==> config.mk <==
export PLATFORM = sky130hd
export DESIGN_NAME = adaptive_entry_port_select_core
export DESIGN_NICKNAME = d
export VERILOG_FILES = /design/src/design/aeps_pkg.sv /design/src/design/aeps_lane.sv /design/src/design/aeps_merge.sv /design/src/design/adaptive_entry_port_select_core.sv
export SDC_FILE = /design/constraint.sdc
export NUM_CORES = 2
export LEC_CHECK = 0
export BUFFER_PORTS_ARGS = -buffer_cell sky130_fd_sc_hd__buf_2
export CELL_PAD_IN_SITES_DETAIL_PLACEMENT = 1
export CELL_PAD_IN_SITES_GLOBAL_PLACEMENT = 1
export CORE_MARGIN = 1
export CORE_UTILIZATION = 52
export DETAILED_ROUTE_END_ITERATION = 7
export HOLD_SLACK_MARGIN = 0.08
export PLACE_DENSITY = 0.92
export SKIP_LAST_GASP = 1
export SLEW_MARGIN = 0
export SYNTH_ARGS = -nofsm -noshare
export SYNTH_HDL_FRONTEND = slang
export SYNTH_SLANG_ARGS = --single-unit
==> constraint.sdc <==
create_clock -name clk_i -period 15.4 [get_ports clk_i]
set_input_delay 2.31 -clock clk_i [delete_from_list [all_inputs] [get_ports clk_i]]
set_output_delay 2.31 -clock clk_i [all_outputs]
set_load 0.005 [all_outputs]
==> src/design/aeps_pkg.sv <==
// Shared types and constants of the adaptive entry port select block.
// No dependencies; used by the lane, merge and top level modules.
`timescale 1ns / 1ps

package aeps_pkg;

  localparam int unsigned ENTRIES   = 4;
  localparam int unsigned IDX_W     = 2;
  localparam int unsigned SCORE_W   = 17;
  localparam int unsigned WGT_W     = 20;
  localparam int unsigned SUM_W     = 23;
  localparam int unsigned PROD_W    = 39;
  localparam int unsigned CFG_IDX_W = 2;
  localparam int unsigned CFG_DAT_W = 16;
  localparam logic [SCORE_W-1:0] EPS_FIX = 17'd26;

  localparam logic [CFG_IDX_W-1:0] REG_MESH_SIZE   = 2'd0;
  localparam logic [CFG_IDX_W-1:0] REG_CONG_WEIGHT = 2'd1;
  localparam logic [CFG_IDX_W-1:0] REG_MAX_CREDITS = 2'd2;
  localparam logic [CFG_IDX_W-1:0] REG_SELECT_MODE = 2'd3;

  localparam logic MODE_MIN_SCORE = 1'b0;

  typedef struct packed {
    logic [4:0]  mesh_size;
    logic [15:0] congestion_weight;
    logic [7:0]  max_credits;
    logic        select_mode;
  } cfg_t;

  typedef struct packed {
    logic [7:0]         hops;
    logic [SCORE_W-1:0] score;
    logic [WGT_W-1:0]   weight;
  } lane_res_t;

  typedef struct packed {
    logic [IDX_W-1:0] chosen_entry;
    logic [IDX_W-1:0] nearest_entry;
    logic             tie_seen;
    logic             rerouted;
    logic [31:0]      chosen_total;
    logic [31:0]      reroute_total;
  } result_t;

endpackage

==> src/design/aeps_lane.sv <==
// One candidate lane: distance, score and inverse-score weight of one entry.
// Reuses its own bit-serial restoring divider for every division; depends on aeps_pkg.
`timescale 1ns / 1ps

module aeps_lane (
  input  logic                clk_i,
  input  logic                rst_ni,
  input  logic                start_i,
  input  aeps_pkg::cfg_t      cfg_i,
  input  logic [7:0]          dest_i,
  input  logic [7:0]          router_i,
  input  logic [7:0]          credits_i,
  output logic                done_o,
  output aeps_pkg::lane_res_t res_o
);

  typedef enum logic [2:0] {
    L_IDLE, L_RMOD, L_RDIV, L_DMOD, L_DDIV, L_CONG, L_WGT
  } lane_st_e;

  lane_st_e                       st_q;
  logic [24:0]                    dq_q;
  logic [aeps_pkg::SCORE_W-1:0]   rem_q;
  logic [4:0]                     cnt_q;
  logic [7:0]                     rrow_q, rcol_q;
  logic [7:0]                     dist_q;
  logic [aeps_pkg::SCORE_W-1:0]   score_q;
  logic [aeps_pkg::WGT_W-1:0]     wgt_q;
  logic                           done_q;

  logic [4:0]                     m;
  logic [9:0]                     n;
  logic [7:0]                     mc, csat, diff;
  logic [23:0]                    prod;
  logic [aeps_pkg::SCORE_W-1:0]   divisor;
  logic [aeps_pkg::SCORE_W:0]     t;
  logic                           ge;
  logic [aeps_pkg::SCORE_W-1:0]   rem_nx;
  logic [24:0]                    dq_nx;
  logic                           last;
  logic [7:0]                     rd, cd;
  logic [8:0]                     dsum;
  logic [aeps_pkg::SCORE_W-1:0]   score_nx;

  always_comb begin
    m    = (cfg_i.mesh_size == 5'd0) ? 5'd1 : cfg_i.mesh_size;
    n    = 10'(m * m);
    mc   = (cfg_i.max_credits == 8'd0) ? 8'd1 : cfg_i.max_credits;
    csat = (credits_i > mc) ? mc : credits_i;
    diff = mc - csat;
    prod = 24'(cfg_i.congestion_weight * diff);
    case (st_q)
      L_RMOD, L_DMOD: divisor = 17'(n);
      L_RDIV, L_DDIV: divisor = 17'(m);
      L_CONG:         divisor = 17'(mc);
      L_WGT:          divisor = score_q + aeps_pkg::EPS_FIX;
      default:        divisor = 17'd1;
    endcase
    t      = {rem_q, dq_q[24]};
    ge     = t >= {1'b0, divisor};
    rem_nx = ge ? 17'(t - {1'b0, divisor}) : t[aeps_pkg::SCORE_W-1:0];
    dq_nx  = {dq_q[23:0], ge};
    last   = cnt_q == 5'd1;
    rd     = (rrow_q > dq_nx[7:0]) ? rrow_q - dq_nx[7:0] : dq_nx[7:0] - rrow_q;
    cd     = (rcol_q > rem_nx[7:0]) ? rcol_q - rem_nx[7:0] : rem_nx[7:0] - rcol_q;
    dsum   = {1'b0, rd} + {1'b0, cd};
    score_nx = {1'b0, dist_q, 8'd0} + {1'b0, dq_nx[15:0]};
  end

  always_ff @(posedge clk_i or negedge rst_ni) begin
    if (!rst_ni) begin
      st_q   <= L_IDLE;
      cnt_q  <= 5'd0;
      done_q <= 1'b0;
    end else begin
      done_q <= 1'b0;
      if (st_q == L_IDLE) begin
        if (start_i) begin
          dq_q  <= {router_i, 17'd0};
          rem_q <= '0;
          cnt_q <= 5'd8;
          st_q  <= L_RMOD;
        end
      end else begin
        dq_q  <= dq_nx;
        rem_q <= rem_nx;
        cnt_q <= cnt_q - 5'd1;
        if (last) begin
          rem_q <= '0;
          case (st_q)
            L_RMOD: begin
              dq_q  <= {rem_nx[7:0], 17'd0};
              cnt_q <= 5'd8;
              st_q  <= L_RDIV;
            end
            L_RDIV: begin
              rrow_q <= dq_nx[7:0];
              rcol_q <= rem_nx[7:0];
              dq_q   <= {dest_i, 17'd0};
              cnt_q  <= 5'd8;
              st_q   <= L_DMOD;
            end
            L_DMOD: begin
              dq_q  <= {rem_nx[7:0], 17'd0};
              cnt_q <= 5'd8;
              st_q  <= L_DDIV;
            end
            L_DDIV: begin
              dist_q <= dsum[7:0];
              dq_q   <= {prod, 1'b0};
              cnt_q  <= 5'd24;
              st_q   <= L_CONG;
            end
            L_CONG: begin
              score_q <= score_nx;
              dq_q    <= {1'b1, 24'd0};
              cnt_q   <= 5'd25;
              st_q    <= L_WGT;
            end
            L_WGT: begin
              wgt_q  <= dq_nx[aeps_pkg::WGT_W-1:0];
              done_q <= 1'b1;
              st_q   <= L_IDLE;
            end
            default: st_q <= L_IDLE;
          endcase
        end
      end
    end
  end

  assign done_o       = done_q;
  assign res_o.hops   = dist_q;
  assign res_o.score  = score_q;
  assign res_o.weight = wgt_q;

endmodule

==> src/design/aeps_merge.sv <==
// Merge stage: nearest entry, min-score or weighted random choice, counters.
// Three registered steps; depends on aeps_pkg.
`timescale 1ns / 1ps

module aeps_merge #(
  parameter int unsigned COUNT_BITS = 32
) (
  input  logic                clk_i,
  input  logic                rst_ni,
  input  logic                start_i,
  input  logic                mode_i,
  input  logic [15:0]         rand_i,
  input  aeps_pkg::lane_res_t lane_i [aeps_pkg::ENTRIES],
  output logic                done_o,
  output aeps_pkg::result_t   res_o
);

  localparam int unsigned N = aeps_pkg::ENTRIES;
  localparam int unsigned W = aeps_pkg::IDX_W;

  logic                          v1_q, v2_q, v3_q;
  logic [aeps_pkg::PROD_W-1:0]   prod_q;
  logic [aeps_pkg::SUM_W-1:0]    acc_q   [N];
  logic [aeps_pkg::SCORE_W-1:0]  score_q [N];
  logic [7:0]                    dist_q  [N];
  logic                          mode_q;
  logic [W-1:0]                  tie_ptr_q;
  logic [W-1:0]                  ch_q, near_q;
  logic                          tie_q;
  logic [COUNT_BITS-1:0]         cnt_q [N];
  logic [COUNT_BITS-1:0]         rr_q;
  aeps_pkg::result_t             res_q;

  logic [aeps_pkg::SUM_W-1:0]    acc_d [N];
  logic [aeps_pkg::SUM_W-1:0]    run;
  logic [W-1:0]                  near_d, min_d, rnd_d, k;
  logic [aeps_pkg::SCORE_W-1:0]  best;
  logic                          tie_d;
  logic [COUNT_BITS-1:0]         cnt_nx, rr_nx;
  logic                          rer;

  always_comb begin
    run = '0;
    for (int i = 0; i < N; i++) begin
      run      = run + 23'(lane_i[i].weight);
      acc_d[i] = run;
    end
    near_d = '0;
    for (int i = 1; i < N; i++) begin
      if (dist_q[i] < dist_q[near_d]) near_d = W'(i);
    end
    min_d = tie_ptr_q;
    best  = score_q[tie_ptr_q];
    tie_d = 1'b0;
    for (int j = 1; j < N; j++) begin
      k = tie_ptr_q + W'(j);
      if (score_q[k] < best) begin
        best  = score_q[k];
        min_d = k;
        tie_d = 1'b0;
      end else if (score_q[k] == best) begin
        tie_d = 1'b1;
      end
    end
    rnd_d = W'(N - 1);
    for (int i = N - 1; i >= 0; i--) begin
      if (prod_q <= {acc_q[i], 16'd0}) rnd_d = W'(i);
    end
    rer    = ch_q != near_q;
    cnt_nx = cnt_q[ch_q] + COUNT_BITS'(1);
    rr_nx  = rer ? rr_q + COUNT_BITS'(1) : rr_q;
  end

  always_ff @(posedge clk_i or negedge rst_ni) begin
    if (!rst_ni) begin
      v1_q      <= 1'b0;
      v2_q      <= 1'b0;
      v3_q      <= 1'b0;
      tie_ptr_q <= '0;
      rr_q      <= '0;
      for (int i = 0; i < N; i++) cnt_q[i] <= '0;
    end else begin
      v1_q <= start_i;
      v2_q <= v1_q;
      v3_q <= v2_q;
      if (start_i) begin
        prod_q <= 39'(rand_i * acc_d[N-1]);
        mode_q <= mode_i;
        for (int i = 0; i < N; i++) begin
          acc_q[i]   <= acc_d[i];
          score_q[i] <= lane_i[i].score;
          dist_q[i]  <= lane_i[i].hops;
        end
      end
      if (v1_q) begin
        near_q <= near_d;
        if (mode_q == aeps_pkg::MODE_MIN_SCORE) begin
          ch_q  <= min_d;
          tie_q <= tie_d;
          if (tie_d) tie_ptr_q <= min_d + W'(1);
        end else begin
          ch_q  <= rnd_d;
          tie_q <= 1'b0;
        end
      end
      if (v2_q) begin
        cnt_q[ch_q]         <= cnt_nx;
        rr_q                <= rr_nx;
        res_q.chosen_entry  <= ch_q;
        res_q.nearest_entry <= near_q;
        res_q.tie_seen      <= tie_q;
        res_q.rerouted      <= rer;
        res_q.chosen_total  <= 32'(cnt_nx);
        res_q.reroute_total <= 32'(rr_nx);
      end
    end
  end

  assign done_o = v3_q;
  assign res_o  = res_q;

endmodule

==> src/design/adaptive_entry_port_select_core.sv <==
// Top level of the adaptive entry port select block: ports, configuration
// registers, item holding register, four aeps_lane units and aeps_merge.
//
//   channel | valid     | stall       | payload
//   input   | in_valid_i| in_stall_o  | dest_router_i .. entry3_credits_i
//   output  | out_valid_o| out_stall_i| chosen_entry_o .. reroute_total_o
//   config  | cfg_we_i  | (none)      | cfg_idx_i, cfg_data_i
//
// An item goes from acceptance to out_valid_o through these steps: start the lanes,
// the lane divider (mesh divisions, congestion term, weight), see the lanes done,
// start the merge, the merge steps, load the output.
// Reset restores the register defaults and clears pointer and counters.
// A result waiting under out_stall_i holds the next item before the merge;
// in_stall_o stays high until the result is loaded, so no new item is taken before then.
`timescale 1ns / 1ps

module adaptive_entry_port_select_core #(
  parameter int unsigned COUNT_BITS = 32
) (
  input  logic        clk_i,
  input  logic        rst_ni,
  input  logic        cfg_we_i,
  input  logic [1:0]  cfg_idx_i,
  input  logic [15:0] cfg_data_i,
  input  logic        in_valid_i,
  output logic        in_stall_o,
  input  logic [7:0]  dest_router_i,
  input  logic [15:0] rand_fraction_i,
  input  logic [7:0]  entry0_router_i,
  input  logic [7:0]  entry1_router_i,
  input  logic [7:0]  entry2_router_i,
  input  logic [7:0]  entry3_router_i,
  input  logic [7:0]  entry0_credits_i,
  input  logic [7:0]  entry1_credits_i,
  input  logic [7:0]  entry2_credits_i,
  input  logic [7:0]  entry3_credits_i,
  output logic        out_valid_o,
  input  logic        out_stall_i,
  output logic [1:0]  chosen_entry_o,
  output logic [1:0]  nearest_entry_o,
  output logic        tie_seen_o,
  output logic        rerouted_o,
  output logic [31:0] chosen_total_o,
  output logic [31:0] reroute_total_o
);

  localparam int unsigned N = aeps_pkg::ENTRIES;

  typedef enum logic [1:0] {T_IDLE, T_LANES, T_WAIT, T_MERGE} top_st_e;

  top_st_e             st_q;
  aeps_pkg::cfg_t      cfg_q;
  logic                start_q;
  logic [7:0]          dest_q;
  logic [15:0]         rand_q;
  logic [7:0]          rtr_q [N];
  logic [7:0]          crd_q [N];
  logic                mstart_q;
  logic                out_valid_q;
  aeps_pkg::result_t   out_q;

  logic                accept;
  logic [N-1:0]        lane_done;
  aeps_pkg::lane_res_t lane_res [N];
  logic                merge_done;
  aeps_pkg::result_t   merge_res;

  assign in_stall_o = st_q != T_IDLE;
  assign accept     = in_valid_i && !in_stall_o;

  always_ff @(posedge clk_i or negedge rst_ni) begin
    if (!rst_ni) begin
      cfg_q.mesh_size         <= 5'd4;
      cfg_q.congestion_weight <= 16'd256;
      cfg_q.max_credits       <= 8'd4;
      cfg_q.select_mode       <= 1'b0;
    end else if (cfg_we_i) begin
      case (cfg_idx_i)
        aeps_pkg::REG_MESH_SIZE:   cfg_q.mesh_size         <= cfg_data_i[4:0];
        aeps_pkg::REG_CONG_WEIGHT: cfg_q.congestion_weight <= cfg_data_i;
        aeps_pkg::REG_MAX_CREDITS: cfg_q.max_credits       <= cfg_data_i[7:0];
        aeps_pkg::REG_SELECT_MODE: cfg_q.select_mode       <= cfg_data_i[0];
        default: ;
      endcase
    end
  end

  always_ff @(posedge clk_i or negedge rst_ni) begin
    if (!rst_ni) begin
      st_q        <= T_IDLE;
      start_q     <= 1'b0;
      mstart_q    <= 1'b0;
      out_valid_q <= 1'b0;
    end else begin
      start_q  <= 1'b0;
      mstart_q <= 1'b0;
      if (out_valid_q && !out_stall_i) out_valid_q <= 1'b0;
      case (st_q)
        T_IDLE: begin
          if (accept) begin
            dest_q   <= dest_router_i;
            rand_q   <= rand_fraction_i;
            rtr_q[0] <= entry0_router_i;
            rtr_q[1] <= entry1_router_i;
            rtr_q[2] <= entry2_router_i;
            rtr_q[3] <= entry3_router_i;
            crd_q[0] <= entry0_credits_i;
            crd_q[1] <= entry1_credits_i;
            crd_q[2] <= entry2_credits_i;
            crd_q[3] <= entry3_credits_i;
            start_q  <= 1'b1;
            st_q     <= T_LANES;
          end
        end
        T_LANES: begin
          if (&lane_done) st_q <= T_WAIT;
        end
        T_WAIT: begin
          if (!out_valid_q) begin
            mstart_q <= 1'b1;
            st_q     <= T_MERGE;
          end
        end
        T_MERGE: begin
          if (merge_done) begin
            out_q       <= merge_res;
            out_valid_q <= 1'b1;
            st_q        <= T_IDLE;
          end
        end
        default: st_q <= T_IDLE;
      endcase
    end
  end

  for (genvar g = 0; g < N; g++) begin : g_lane
    aeps_lane u_lane (
      .clk_i     (clk_i),
      .rst_ni    (rst_ni),
      .start_i   (start_q),
      .cfg_i     (cfg_q),
      .dest_i    (dest_q),
      .router_i  (rtr_q[g]),
      .credits_i (crd_q[g]),
      .done_o    (lane_done[g]),
      .res_o     (lane_res[g])
    );
  end

  aeps_merge #(
    .COUNT_BITS (COUNT_BITS)
  ) u_merge (
    .clk_i   (clk_i),
    .rst_ni  (rst_ni),
    .start_i (mstart_q),
    .mode_i  (cfg_q.select_mode),
    .rand_i  (rand_q),
    .lane_i  (lane_res),
    .done_o  (merge_done),
    .res_o   (merge_res)
  );

  assign out_valid_o     = out_valid_q;
  assign chosen_entry_o  = out_q.chosen_entry;
  assign nearest_entry_o = out_q.nearest_entry;
  assign tie_seen_o      = out_q.tie_seen;
  assign rerouted_o      = out_q.rerouted;
  assign chosen_total_o  = out_q.chosen_total;
  assign reroute_total_o = out_q.reroute_total;

endmodule

* After elaboration in Yosys (flattened, before gate mapping) *
Memories as Yosys holds them, arrays and structs flattened.
Cells that the tools add are included.

cells by class
  muxes and demuxes = 124
  $add $sub $neg = 49
  reduce and logical (&&, ||, !) cells = 68
  magnitude comparators = 27
  bitwise operators = 6
  equal/unequal tests = 46
  multiply operators = 6

operators by type and width
  operator                                       count
  case mux 25 bit (4 select lines)               4
  2-to-1 mux 25 bit                              12
  case mux 17 bit (4 select lines)               4
  2-to-1 mux 17 bit                              15
  subtractor 8 bit                               20
  bitwise mux 128 bit                            1
  2-to-1 mux 32 bit                              4
  <= comparator 39 bit                           3
  2-to-1 mux 8 bit                               13
  greater-than comparator 8 bit                  12
  multiplier 16 x 8 -> 24 bit                    4
  greater-or-equal comparator 18 x 17 -> 1 bit   4
  AND reduction 4 bit                            18
  adder 16 x 16 -> 17 bit                        4
  adder 17 x 5 -> 17 bit, second input constant  4
  subtractor 17 bit                              4
  adder 32 x 1 -> 32 bit, second input constant  2
  binary-select mux 32 bit (select 2 bit)        1
  demux 32 bit (select 2 bit)                    1
  case mux 3 bit (5 select lines)                4
  case mux 5 bit (3 select lines)                4
  == test 17 bit                                 3
  less-than comparator 17 bit                    3
  2-to-1 mux 5 bit                               10
  other kinds (37)                               172

storage, ports and cells
  bits in registers = 857
  logic and storage cells = 407
  memories kept = 5
  RAM bits = 256
  output and inout bits = 72

memory list
  memory           depth  width  read ports  clocked after memory_dff  wr ports  RTL line                               source
  u_merge.acc_q    4      23     3           0                         4         aeps_merge.sv:23                       logic [aeps_pkg::SUM_W-1:0] acc_q [N];
  u_merge.score_q  4      17     4           0                         4         aeps_merge.sv:24                       logic [aeps_pkg::SCORE_W-1:0] score_q [N];
  crd_q            4      8      4           0                         4         adaptive_entry_port_select_core.sv:57  logic [7:0] crd_q [N];
  rtr_q            4      8      4           0                         4         adaptive_entry_port_select_core.sv:56  logic [7:0] rtr_q [N];
  u_merge.dist_q   4      8      6           0                         4         aeps_merge.sv:25                       logic [7:0] dist_q [N];

* Longest topological paths before layout *
An unclocked memory read counts as a cell.

  word-level depth = 10
  depth in mapped cells = 47

* Hierarchy *
From an unflattened synthesis, not the netlist that was laid out.

unflattened totals
  cells, all modules = 9389
  area total of the unflattened synthesis = 93701.1 µm²

modules (own cells, without submodules)
  module                           sequential area each (µm²)  cells each  times used  area an instance (µm²)
  aeps_merge                       12477.0                     3626        1           36716.5
  aeps_lane at g_lane[2].u_lane    3318.2                      1392        1           12803.5
  aeps_lane at g_lane[0].u_lane    3318.2                      1384        1           12723.5
  aeps_lane at g_lane[3].u_lane    3318.2                      1369        1           12635.9
  aeps_lane at g_lane[1].u_lane    3318.2                      1369        1           12599.6
  adaptive_entry_port_select_core  5624.1                      249         1           6222.2

* Worst setup path before layout *
OpenSTA, ideal clock, no wires.

  path kind = register -> register
  start = register g_lane[0].u_lane.wgt_q[0] in the netlist's numbering
  end = register u_merge.prod_q[36] in the netlist's numbering (data pin)
  cell stages (with the launch flop) = 46
  arrival = 10.452 ns
  library setup time = 0.135 ns
  setup slack = 4.813 ns
  data required time = 15.265 ns
  cells stage by stage = edfxtp_1 > ha_1 > fa_1 > a211o_1 > a2111o_1 > and3_1 > o21ai_0 > nand2b_1 > a21o_1 > a21o_1 > a211oi_1 > nor2_1 > ha_1 > clkbuf_1 > a21oi_1 > nand2_1 > a31oi_1 > o31ai_2 > (+10 left out) > fa_1 > inv_1 > fa_1 > fa_1 > fa_1 > inv_1 > fa_1 > inv_1 > ha_1 > or2_2 > a311o_1 > nand2_1 > o21ai_0 > a21o_1 > o211ai_1 > nand2_1 > a2111o_1 > nand3_1

RTL lines
  item                    RTL line          source
  start, declared         aeps_lane.sv:28   logic [aeps_pkg::WGT_W-1:0] wgt_q;
  start signal, assigned  aeps_lane.sv:121  wgt_q <= dq_nx[aeps_pkg::WGT_W-1:0];
  end signal, assigned    aeps_merge.sv:87  prod_q <= 39'(rand_i * acc_d[N-1]);
  end, declared           aeps_merge.sv:22  logic [aeps_pkg::PROD_W-1:0] prod_q;

==> summary.txt <==
status: complete, no violations
max layer used: met5
metal1 wirelength: 114000 microns
post-DP HPWL: 238000 microns
htree depth: 3
Final period util: 0.813
Worst Setup SP: g_lane[0].u_lane.wgt_q[0]$_DFFE_PP_
Placeable Area: 0.174 sq mm
Die Area: 0.177 sq mm
Crit path max-delay family: compound AO/OA/AOI/OAI gates
Final TNS setup: 0 ns
Fin. Hold Viols: 0
Placer Congestion: 0.971
PortBufs: 182
Final Setup Violations: 0
maximum fanout along the worst path: 16
Clock Skew: 0.0870 ns
Max Cap Viol: 0
register-to-register setup slack: 2.88 ns
root buf cell: clkbuf_16
row count: 153
critical path's slowest cell: fa_1
drt wl/cell: 27.5 microns
Synth Net Count: 10641
Register-to-Register Path Depth: 44
first-pass GRT wire length: 485000 microns
synthesized instance count: 9033
final wirelength: 319000 microns
drt first pass iters: 6
CTS sink count: 1084
Filler cells: 18817
Area Growth Syn to Fin: 8.50%
Async SR Flop Fraction: 0.218
largest net degree at the start of global routing: 102
r2r endpoint: u_merge.prod_q[38]$_DFFE_PP_
crit end category: flop
Initial Util: 0.524
required time of the critical path: 15.95 ns
Seq/Total Area, Yosys: 0.344
metal3 WL: 26200 microns
CP endpoint: u_merge.prod_q[38]$_DFFE_PP_
vias: 73194
crit-path max cell delay: 0.58 ns
Max Buffers Root-to-Sink: 3
origin of the critical flop-to-flop path: g_lane[0].u_lane.wgt_q[0]$_DFFE_PP_
NumNets Final: 10739
Crit Path Class: reg -> reg
GRT Total Usage: 0.360
die width: 421 microns
Hold Crit Class: reg -> reg
Clock transition at path regs: 0.07 ns
setup bufs post-CTS: 0
CP most frequent cell: fa_1
Synth warnings: 0
ANT nets after route: 0
Slew Limit Fails: 0
TritonCTS clock tree: yes
GR Overflow Total: 0
vias per inst: 6.32
Post-synth EDFFs: 848
Critical path buffers and inverters: 4
main flop type after synthesis: edfxtp_1
Worst-Margin Slew: 1.38 ns
Unique masters post-synth: 111
layout cell share with drive strength beyond 1: 0.0784
die height: 421 microns
initial antenna violation count: 22
Worst EP arrival: 13.08 ns
clock period minus worst slack: 12.52 ns
Rel. slew slack: 0.0761
Synth Cell Area: 0.0912 sq mm
crit start category: flop
post_cts resized: 0
number of global-route vias before repair: 80720
Max Fclk: 79.8 MHz
I/O Pins: 183
CP Depth: 44
met2 routed WL: 153000 microns
Skew-Pair Late Insertion Delay: 0.85 ns
Residual DRC: 0
Mean Syn Cell Area: 10.1 sq um
total CTS buffers: 121
Yosys reg bits: 1084
CTS hold repair buffers: 0
First DRT Iteration DRCs: 7166
unrepaired setup endpoints after global routing: no
==> how the worst min path moves through the flow <==
| stage | start | to | cells past startpoint |
|---|---|---|---|
| after detailed placement | mstart_q$_DFF_PN0_ | u_merge.v1_q$_DFF_PN0_ | 0 |
| after floorplan | mstart_q$_DFF_PN0_ | u_merge.v1_q$_DFF_PN0_ | 0 |
| after CTS | u_merge.res_o[29]$_DFFE_PP_ | reroute_total_o[29]$_DFFE_PP_ | 0 |
| after global placement | u_merge.v1_q$_DFF_PN0_ | u_merge.v2_q$_DFF_PN0_ | 0 |
| after global routing | mstart_q$_DFF_PN0_ | u_merge.v1_q$_DFF_PN0_ | 0 |
| final | u_merge.res_o[29]$_DFFE_PP_ | reroute_total_o[29]$_DFFE_PP_ | 0 |
==> through the flow <==
| stage | setup WS, ns | utilization | hold slack [ns] | std cells | cell area [sq um] |
|---|---|---|---|---|---|
| after floorplan | 4.81 | - | 0.347 | 9033 | 91200 |
| after detailed placement | 3.37 | 0.545 | 0.370 | 11333 | 94800 |
| after CTS | 3.03 | 0.569 | 0.384 | 11562 | 98900 |
| after global routing | 2.46 | 0.569 | 0.401 | 11562 | 98900 |
| final | 2.88 | 0.569 | 0.386 | 11573 | 99000 |
| after global placement | 4.20 | 0.545 | 0.380 | 11333 | 94800 |
==> registers in the layout (all words and copies together) (netlist names), 39 cells and up <==
name                   flops
g_lane.u_lane.dq_q       100
g_lane.u_lane.rem_q       68
g_lane.u_lane.score_q     68
g_lane.u_lane.wgt_q       80
u_merge.acc_q             63
u_merge.cnt_q            128
u_merge.prod_q            39
u_merge.res_o             70
u_merge.score_q           68
==> cell usage in the layout (no fill, tap or decap), types with 38 or more instances in the layout <==
master	instances
buf_4	122
ha_1	830
mux4_2	38
o21bai_1	61
xor2_1	177
nor2_1	473
inv_1	1118
nand2_1	942
o21a_1	80
o22ai_1	45
xnor2_1	302
and3_1	59
mux2_2	77
a211oi_1	42
fa_1	667
nand4_1	81
clkbuf_16	125
nor3_1	84
nor2b_1	150
o21ai_0	395
a21oi_1	482
buf_2	181
and2_1	369
a21o_1	150
nand2b_1	154
mux2i_1	135
edfxtp_1	848
dfrtp_1	231
nand3_1	119
==> per-layer routing <==
metal,vias to the layer above,GRT usage
li1,30979,-
met1,37058,0.418
met2,3795,0.602
met3,1342,0.0704
met4,20,0.249
met5,-,0
==> logic make-up after synthesis <==
kind of cell,after synthesis,share of synthesized area
compound gates,1659,0.116
buf+inv,1461,0.0610
fa+ha+maj,1497,0.260
xor+xnor,482,0.0464
mux,257,0.0348
flops,1084,0.344
simple gates,2593,0.138
==> final cells by class <==
type	instances	area (sq um)	area share
Multi-Input combinational cell	6488	54400	0.550
Sequential cell	1084	31400	0.317
Inverter	1131	4250	0.0429
Clock buffer	147	3230	0.0326
Tap cell	2325	2910	0.0294
Timing Repair Buffer	305	1860	0.0188
Clock inverter	82	903	0.00913
Antenna cell	11	27.5	0.000278
==> Yosys cell counts, types with 38 or more instances <==
library cell,n,area (sq um)
and3_1,62,388
inv_1,1118,4200
xnor2_1,304,2660
dfrtp_1,233,5830
nor3_1,90,450
a211oi_1,42,315
mux4_2,38,856
edfxtp_1,848,25500
o21bai_1,61,458
nand2b_1,154,963
a21o_1,150,1130
nand2_1,942,3540
mux2_2,77,867
ha_1,830,10400
a21oi_1,482,2410
o22ai_1,45,282
nand4_1,81,507
o21ai_0,396,1980
nor2_1,476,1790
o21a_1,81,608
nand3_1,120,601
and2_1,371,2320
nor2b_1,153,957
clkbuf_1,286,1070
xor2_1,177,1550
fa_1,667,13400
mux2i_1,135,1350
Power is not shown: default switching activity piles up to over one toggle a cycle in this logic, so the estimate is an artifact.
